$ cat config.mk
export PLATFORM = sky130hd
export DESIGN_NAME = dhif_div
export DESIGN_NICKNAME = d
export VERILOG_FILES = /design/src/rtl/core/depth_hole_interpolation_fill_macros.svh /design/src/rtl/core/dhif_pkg.sv /design/src/rtl/core/dhif_div.sv
export SDC_FILE = /design/constraint.sdc
export NUM_CORES = 1
export LEC_CHECK = 0
export ABC_AREA = 1
export BUFFER_PORTS_ARGS = -buffer_cell sky130_fd_sc_hd__buf_2
export CORE_MARGIN = 4
export CORE_UTILIZATION = 40
export DETAILED_ROUTE_END_ITERATION = 10
export HOLD_SLACK_MARGIN = 0.1
export SKIP_LAST_GASP = 1
export SYNTH_ARGS = -nofsm -noshare
export SYNTH_HDL_FRONTEND = slang
export SYNTH_SLANG_ARGS = --single-unit
$ cat constraint.sdc
create_clock -name clk -period 2.6 [get_ports clk]
set_input_delay 0.13 -clock clk [delete_from_list [all_inputs] [get_ports clk]]
set_output_delay 0.13 -clock clk [all_outputs]
set_load 0.05 [all_outputs]
$ cat src/rtl/core/depth_hole_interpolation_fill_macros.svh
// Assertion macros shared by the depth hole fill RTL.
// No dependencies; expects clk and rst_n in the including scope.
`ifndef DEPTH_HOLE_INTERPOLATION_FILL_MACROS_SVH
`define DEPTH_HOLE_INTERPOLATION_FILL_MACROS_SVH

// Same-cycle implication, disabled in reset.
`define DHIF_ASSERT_IMP(label, ante, cons, msg) \
    label: assert property (@(posedge clk) disable iff (!rst_n) (ante) |-> (cons)) \
        else $error(msg);

// Next-cycle implication, disabled in reset.
`define DHIF_ASSERT_NXT(label, ante, cons, msg) \
    label: assert property (@(posedge clk) disable iff (!rst_n) (ante) |=> (cons)) \
        else $error(msg);

`endif

$ cat src/rtl/core/dhif_pkg.sv
// Package for the depth hole fill block: types, register codes, reset values.
// No dependencies.
`timescale 1ns / 1ps

package dhif_pkg;

    localparam int MAX_COLS_DEF = 640;
    localparam int MAX_ROWS_DEF = 480;
    localparam int DW           = 16;   // depth word width
    localparam int PAW          = 5;    // APB address width

    localparam logic [15:0] HOLE_THR_RST = 16'd100;
    localparam logic [15:0] JUMP_RST     = 16'd500;
    localparam logic [15:0] DISAGREE_RST = 16'd300;
    localparam logic [9:0]  MARGIN_RST   = 10'd10;
    localparam logic [9:0]  COLS_RST     = 10'd640;
    localparam logic [8:0]  ROWS_RST     = 9'd480;

    typedef enum logic [2:0] {
        REG_HOLE_THR = 3'd0,
        REG_JUMP     = 3'd1,
        REG_DISAGREE = 3'd2,
        REG_MARGIN   = 3'd3,
        REG_COLS     = 3'd4,
        REG_ROWS     = 3'd5
    } reg_idx_t;

    typedef enum logic [3:0] {
        ST_IDLE,
        ST_COPY,
        ST_SCAN_RD,
        ST_SCAN_CHK,
        ST_S_RD,
        ST_S_GET,
        ST_E_RD,
        ST_E_GET,
        ST_DIV_WAIT,
        ST_FILL
    } state_t;

    // Merge of row and column pass values.
    function automatic logic [DW-1:0] merge_px(input logic [DW-1:0] a,
                                               input logic [DW-1:0] b,
                                               input logic [DW-1:0] lim);
        logic [DW-1:0] d;
        logic [DW:0]   sum;
        d   = (a > b) ? (a - b) : (b - a);
        sum = {1'b0, a} + {1'b0, b};
        if (a == '0 || b == '0)
            return '0;
        else if (d > lim)
            return (a > b) ? a : b;
        else
            return sum[DW:1];
    endfunction

endpackage

$ cat src/rtl/core/dhif_div.sv
// Restoring serial divider, one quotient bit per cycle (depth word / run length).
// Depends on dhif_pkg.
`timescale 1ns / 1ps

module dhif_div
    import dhif_pkg::*;
#(
    parameter int LW = 10
)(
    input  logic          clk,
    input  logic          rst_n,
    input  logic          start,
    input  logic [DW-1:0] dividend,
    input  logic [LW-1:0] divisor,
    output logic          done,
    output logic [DW-1:0] quo,
    output logic [LW-1:0] rem
);

    localparam int DCW = $clog2(DW + 1);

    logic           busy_reg;
    logic           done_reg;
    logic [DCW-1:0] cnt_reg;
    logic [DW-1:0]  dvd_reg;
    logic [DW-1:0]  quo_reg;
    logic [LW-1:0]  rem_reg;
    logic [LW-1:0]  div_reg;
    logic [LW:0]    trial;
    logic           fits;

    assign trial = {rem_reg, dvd_reg[DW-1]};
    assign fits  = (trial >= {1'b0, div_reg});

    always_ff @(posedge clk or negedge rst_n)
    begin
        if (!rst_n)
        begin
            busy_reg <= 1'b0;
            done_reg <= 1'b0;
            cnt_reg  <= '0;
        end
        else
        begin
            done_reg <= 1'b0;
            if (start)
            begin
                busy_reg <= 1'b1;
                cnt_reg  <= DCW'(DW);
            end
            else if (busy_reg)
            begin
                cnt_reg <= cnt_reg - 1'b1;
                if (cnt_reg == DCW'(1))
                begin
                    busy_reg <= 1'b0;
                    done_reg <= 1'b1;
                end
            end
        end
    end

    always_ff @(posedge clk)
    begin
        if (start)
        begin
            dvd_reg <= dividend;
            div_reg <= divisor;
            quo_reg <= '0;
            rem_reg <= '0;
        end
        else if (busy_reg)
        begin
            dvd_reg <= {dvd_reg[DW-2:0], 1'b0};
            quo_reg <= {quo_reg[DW-2:0], fits};
            rem_reg <= fits ? LW'(trial - {1'b0, div_reg}) : trial[LW-1:0];
        end
    end

    assign done = done_reg;
    assign quo  = quo_reg;
    assign rem  = rem_reg;

endmodule

* Word level (Yosys, flattened, before mapping)
Index checks and enable logic that the tools add are counted.
Word-level totals: register bits after elaboration 59, bits of input ports 29, logic and storage cells 23
Cells by class: $add $sub $neg 2, magnitude comparators 1, equality and inequality tests 1, multiplexer cells 11, reductions and logical operators 1
Operators by type and width (count):
- $mux W16 | 2
- $ge A11 B10 Y1 | 1
- $mux W10 | 1
- $mux W5 | 2
- $sub A10 B10 Y10 | 1
- $mux W1 | 6
- $eq A5 B1 Y1 const B | 1
- $sub A5 B1 Y5 const B | 1
- $reduce_bool A2 Y1 | 1

* Logic depth before layout (Yosys ltp)
Gate-level depths: netlist of run 1.
word-level depth 4, depth in mapped cells 14

* Worst setup path after synthesis of run 1
OpenSTA, ideal clock, no wires.
path type flip-flop to flip-flop, start point register rem_reg[1], in the netlist rem[1], end point register rem_reg[7], in the netlist rem[7], arrival time 1.884 ns, data required time 2.473 ns, slack 0.589 ns, stages on the path, launching flop included 12, buffers on the path 1, cell sequence dfxtp_1 > ha_1 > or2_0 > nand3_1 > nand2_2 > nand2_4 > nand2_4 > buf_12 > nand2_4 > nor2_2 > nor2_1 > nor2_1
On the way: cells in the longest elaborated chain, start to end 2
RTL lines:
- start: declaration | line dhif_div.sv:27 | logic [LW-1:0] rem_reg;
- start signal: assignment | line dhif_div.sv:76 | rem_reg <= fits ? LW'(trial - {1'b0, div_reg}) : trial[LW-1:0];
- $sub A10 B10 Y10 / $ge A11 B10 Y1 (equally long branches) | line dhif_div.sv:76, dhif_div.sv:33
- $mux W10 * | line dhif_div.sv:76
Mark *: on every way between the ends. The rest lies on a longest branch, timed or not. A chain may end at the register's enable or synchronous reset.

* Worst setup path after layout of run 1
start point register div_reg[3], end point register rem_reg[9], in the netlist rem[9]
On the way: cells in the longest elaborated chain, start to end 2
RTL lines:
- start: declaration | line dhif_div.sv:28 | logic [LW-1:0] div_reg;
- start signal: assignment | line dhif_div.sv:68 | div_reg <= divisor;
- $sub A10 B10 Y10 / $ge A11 B10 Y1 (equally long branches) | line dhif_div.sv:76, dhif_div.sv:33
- $mux W10 * | line dhif_div.sv:76
Marked as above.

==> results of run 1 <==
layout make-up:
class	count	area [sq um]
Sequential cell	59	1480
Tap cell	96	120
Fill cell	661	3210
Inverter	50	188
Clock buffer	10	128
Clock inverter	6	56.3
Multi-Input combinational cell	203	1070
Timing Repair Buffer	82	543
per-layer routing:
layer / wire length, microns / vias to the layer above / part of all wire
met5: 0 / - / 0
met4: 118 / 0 / 0.018
met3: 284 / 12 / 0.045
met2: 3050 / 50 / 0.48
met1: 2930 / 1057 / 0.46
li1: - / 1206 / -
where the power goes:
| group | switching, mW | internal (mW) |
|---|---|---|
| clock | 0.358 | 0.434 |
| combinational | 0.593 | 0.289 |
| sequential | 0.0779 | 1.09 |
logic make-up (layout without fill, tap and decap cells):
kind of cell	after synthesis	after routing
compound gates	36	36
simple gates	151	151
xor+xnor	3	3
flops	59	59
buf+inv	58	148
fa+ha+maj	13	13
critical path, delay by kind of cell (launching register included):
family,cells,cell delay [ns]
AND/OR/NAND/NOR,9,1.03
flip-flops,1,0.33
adder cells (fa/ha/maj),1,0.39
buffers and inverters,2,0.13
cell usage after synthesis (2+ instances only):
| library cell | number | share of area |
|---|---|---|
| nand3_1 | 16 | 0.029 |
| inv_1 | 45 | 0.061 |
| inv_2 | 5 | 0.0067 |
| clkbuf_1 | 2 | 0.0027 |
| nand2_4 | 3 | 0.012 |
| a21oi_1 | 7 | 0.013 |
| xor2_1 | 2 | 0.0063 |
| ha_1 | 12 | 0.054 |
| nand2_1 | 100 | 0.13 |
| o21bai_1 | 2 | 0.0054 |
| o22ai_1 | 17 | 0.038 |
| nor2_2 | 3 | 0.0067 |
| nand4_1 | 6 | 0.013 |
| buf_2 | 4 | 0.0072 |
| o21ai_0 | 5 | 0.0090 |
| edfxtp_1 | 26 | 0.28 |
| nor2_1 | 15 | 0.020 |
| nor2_4 | 2 | 0.0081 |
| dfrtp_1 | 7 | 0.063 |
| dfxtp_1 | 26 | 0.19 |
| o21ai_1 | 3 | 0.0054 |
through the flow:
step | setup WS, ns | power [mW] | utilization | std cells
5_1_grt | 0.465 | 3.02 | 0.527 | 506
6_report | 0.655 | 2.84 | 0.527 | 506
4_1_cts | 0.629 | 2.86 | 0.527 | 506
2_1_floorplan | 0.589 | 1.86 | - | 320
3_3_place_gp | 0.646 | 2.02 | 0.462 | 464
3_5_place_dp | 0.655 | 2.03 | 0.462 | 464
layout by cell type (no fill, tap or decap), types with 2 or more instances in the layout:
master,n
inv_1,45
xor2_1,2
nand2_1,100
nand2_4,3
nand4_1,6
clkbuf_8,9
a21oi_1,7
o21bai_1,2
clkinv_2,3
o21ai_0,5
nand3_1,16
nor2_4,2
o22ai_1,17
edfxtp_1,26
o21ai_1,3
dfrtp_1,7
inv_2,5
nor2_2,3
dfxtp_1,26
buf_2,55
ha_1,12
dlygate4sd3_1,26
nor2_1,15
worst max path at each step:
stage,startpoint,end,cells after the start
after floorplan,rem[1],rem[7],11
after global placement,rem[7],rem[5],11
after detailed placement,rem[7],rem[5],11
after CTS,rem[7],rem[5],11
after global routing,div_reg[3],rem[9],12
final,div_reg[3],rem[9],12
==> run summary, run 1 <==
Status: completed
Post-Syn Area: 2790 sq um
RR Startpoint: div_reg[3]
Setup bufs post-CTS: 0
Unrepaired setup endpoints after global routing: no
Reg clk slew, reported paths: 0.07 ns
TritonCTS clock tree: done
Nets: 447
Total congestion overflow: 0
Clock sink total: 59
Final WL: 6380 microns
Synth Area in Adders: 0.0610
M3 GR Usage: 0.0505
Synth Area in XOR/XNOR: 0.00943
Setup Crit Path Kind: reg2reg
Post-Place Cell Area: 3140 sq um
Vias in the first global route: 2,336
VDD IR max: 0.312 mV
DRT iter0 DRCs: 140
GRT met1 Usage: 0.208
Busiest grt layer: met2
Hold Crit Start: dividend[15]
Total core area: 6790 sq um
Hold crit path type: in2reg
Port Buffer Count: 55
Compound-gate portion of the synthesized area: 0.0763
Top Ports: 56
FF-to-FF setup slack: 0.65 ns
Initial Util: 0.410
Critical path arrival: 2.23 ns
Seq cells post-synth: 59
Crit path largest cell delay: 0.39 ns
Post-CTS Hold Buffers: 26
Cell Rows: 30
Max-slew headroom: 0.513
Area delta synth->final: 28.5%
Syn Nets: 362
Post-synth EDFFs: 26
Pre-Repair DR Iteration Count: 4
Fin. max-slew vios: 0
Setup_tns: 0 ns
Pwr per Cell Area: 792 nW/um^2
Vias/cell: 4.59
FFs w/ async S/R, synth: 0.119
Initial antenna violation count: 0
Yosys warning count: 0
CP cell instances: inv_1, ha_1, nand2_1, nor2_1, nand3_1, nand2_2, nand2_4, nand2_4, inv_2, nor2_2, nand3_1, nand2_1
Fmax: 514 MHz
Final Hold Slack: 0.134 ns
H-tree lvl count: 3
Largest family of logic cells by synthesized area: simple AND/OR/NAND/NOR gates
First-pass GRT wire length: 11,000 microns
Seq/Total Area, Yosys: 0.530
Post-layout instance area: 3580 sq um
CTS buffer count: 9
Vias: 2,325
Hold depth: 3
Post-synth top flop: edfxtp_1
Die Ht: 91.5 microns
Syn_area_per_cell: 8.71 sq um
Routed Antenna Nets: 0
Final hold vios: 0
Worst-skew pair later-pin latency: 0.33 ns
Die W: 91.5 microns
Placer Congestion: 0.850
WHS Endpoint: dvd_reg[15]
Synth cell types: 33
Max Cap Viol: 0
Area share of and/or/nand/nor cells after synthesis: 0.238
Die ar.: 8370 sq um
Post-Syn Instances: 320
R2R Path End: rem[9]
M2 GR Usage: 0.265
CTS-repair resized insts: 0
ANT cells: 0
Final Setup Violations: 0
Layout cell share with drive strength beyond 1: 0.210
Crit path max-delay cell type: ha_1
Mux cell area share after synthesis: 0
CP Max Fanout: 11
Bufs on Longest Clock Path: 2
GR Util All Layers: 0.166
Largest net degree at the start of global routing: 35
Crit path capture type: flip-flop
CP startpoint kind: flip-flop
R2R cell count: 12
Residual DRC: 0
Final worst-path cycle share: 0.748
Clock Skews: 0.00711 ns
Detailed-route wire length per cell: 12.6 microns
Least-Margin Pin Slew: 0.730 ns
Static leakage: 1.77 nW
WP data required: 2.88 ns
Clk root buf: clkbuf_8
Dpl hpwl: 4320 microns
Min Tclk post-route: 1.95 ns
(Power assumes the default switching activity.)
==> run 2: changes to the inputs <==
==> constraint.sdc (replaced) <==
create_clock -name clk -period 1.84 [get_ports clk]
set_input_delay 0.092 -clock clk [delete_from_list [all_inputs] [get_ports clk]]
set_output_delay 0.092 -clock clk [all_outputs]
set_load 0.05 [all_outputs]
==> run 2 against run 1 <==
- first-iteration DRC count decreased by 47%
- flip-flop and latch count unchanged
- die area unchanged
- worst hold slack got worse by 0.0085 ns
- cell area increased by 7.8%
- clock power increased by 41%
- via count increased by 1.9%
- power increased by 52%
==> run summary, run 2 (synthesis gave the netlist of run 1 again) <==
Status: completed
GR Util All Layers: 0.168
Final WL: 6500 microns
Commonest cells after routing, fill and taps aside: nand2_1, buf_2, inv_1, dlygate4sd3_1, edfxtp_1
Die ar.: 8370 sq um
DRT iter0 DRCs: 74
Cell Rows: 30
Layout cell share with drive strength beyond 1: 0.305
Final hold vios: 0
Vias: 2,369
Setup_tns: 0 ns
Die Ht: 91.5 microns
Static leakage: 1.85 nW
Final worst-path cycle share: 0.947
Clk root buf: clkbuf_8
Vias in the first global route: 2,285
H-tree lvl count: 3
Top Ports: 56
Fmax: 574 MHz
Critical path arrival: 2.02 ns
Clock Skews: 0.00999 ns
Vias/cell: 4.59
Commonest non-fill, non-tap cell in the layout: nand2_1
Max Cap Viol: 0
Die W: 91.5 microns
Total congestion overflow: 0
Bufs on Longest Clock Path: 2
Total core area: 6790 sq um
Largest net degree at the start of global routing: 24
CP Max Fanout: 6
Setup Crit Path Kind: reg2reg
Clock sink total: 59
Initial antenna violation count: 0
First-pass GRT wire length: 10,900 microns
Detailed-route wire length per cell: 12.6 microns
Final core occ: 0.569
Area delta synth->final: 38.6%
Fin. max-slew vios: 0
Min Tclk post-route: 1.74 ns
VDD IR max: 0.451 mV
WP data required: 2.12 ns
Worst-skew pair later-pin latency: 0.34 ns
Dpl hpwl: 4440 microns
Final Setup Violations: 0
Unrepaired setup endpoints after global routing: yes
Residual DRC: 0
Pwr per Cell Area: 1120 nW/um^2
Reg clk slew, reported paths: 0.07 ns
Pre-Repair DR Iteration Count: 4
ANT cells: 0
Initial Util: 0.410
TritonCTS clock tree: done
Nets: 457
Routed Antenna Nets: 0
Least-Margin Pin Slew: 0.695 ns
Placer Congestion: 0.867
Port Buffer Count: 55
CTS buffer count: 9
CP startpoint kind: flip-flop
Crit path capture type: flip-flop
Max-slew headroom: 0.536
Hold crit path type: in2async
==> run 2: changes by cell type in the layout (fill, tap and decap cells not counted), moves of 3 or more <==
| cell | previous run | this run |
|---|---|---|
| dfxtp_1 | 26 | 17 |
| dfxtp_2 | 0 | 9 |
| buf_4 | 1 | 8 |
| ha_1 | 12 | 5 |
| ha_4 | 0 | 7 |
| nand2_1 | 100 | 97 |
| nor2_1 | 15 | 12 |
==> run 2: critical path, cell delays in order, from the launching register on <==
cell and delay (ns):
dfxtp_2 0.34, ha_1 0.32, or2_0 0.22, nand3_1 0.12
nand2_2 0.09, nand2_4 0.10, nand2_8 0.08, buf_6 0.15
a21oi_2 0.13, o21ai_2 0.08, nand2_1 0.05
==> run 2: per-stage QoR <==
stage	cells	cell area [sq um]	total power [mW]	setup slack (ns)	hold slack, ns
after global placement	469	3200	2.92	-0.0348	-0.0648
after floorplan	320	2800	2.64	0.0225	-0.204
final	516	3860	4.32	0.0973	0.126
after global routing	516	3860	4.62	-0.0495	0.143
after CTS	512	3670	4.13	0.0100	0.106
after detailed placement	469	3200	2.93	-0.0631	-0.0623
==> run 2: final timing paths <==
check,from,cells after the start,slack [ns],to
setup / recovery,rem[1],10,0.1,rem[2]
hold / removal,rst_n,2,0.13,cnt_reg[0]
setup reg to reg,rem[1],10,0.1,rem[2]
hold reg to reg,quo[15],2,0.47,quo[15]
max in group asynchronous,rst_n,2,1.55,busy_reg
min in group clk,start,2,0.16,rem[7]
==> run 2: layer usage <==
metal,GRT usage,vias up,routed length (microns)
met3,0.0497,10,320
met5,0,-,0
met2,0.270,58,3200
met1,0.210,1072,2910
li1,-,1229,-
met4,0.0641,0,78
==> run 2: layout make-up <==
class,count,area [sq um]
Clock inverter,4,21.3
Timing Repair Buffer,92,637
Inverter,50,190
Tap cell,96,120
Sequential cell,59,1490
Clock buffer,12,166
Multi-Input combinational cell,203,1240
Fill cell,619,2930
==> run 2: report_power, final <==
part | internal, mW | leakage (nW) | switching [mW] | total, mW
Combinational | 0.587 | 1.18 | 0.936 | 1.52
Sequential | 1.55 | 0.573 | 0.133 | 1.68
Clock | 0.602 | 0.102 | 0.514 | 1.12
Total | 2.73 | 1.85 | 1.58 | 4.32
==> run 2: what timing repair did <==
| item | CTS | global route |
|---|---|---|
| gates resized for setup | 4 | 31 |
| hold endpoints to repair | 33 | 0 |
| endpoints found under the setup margin | 9 | 10 |
| hold buffers | 27 | 0 |
| pin swaps | 0 | 14 |
| setup buffers | 0 | 4 |
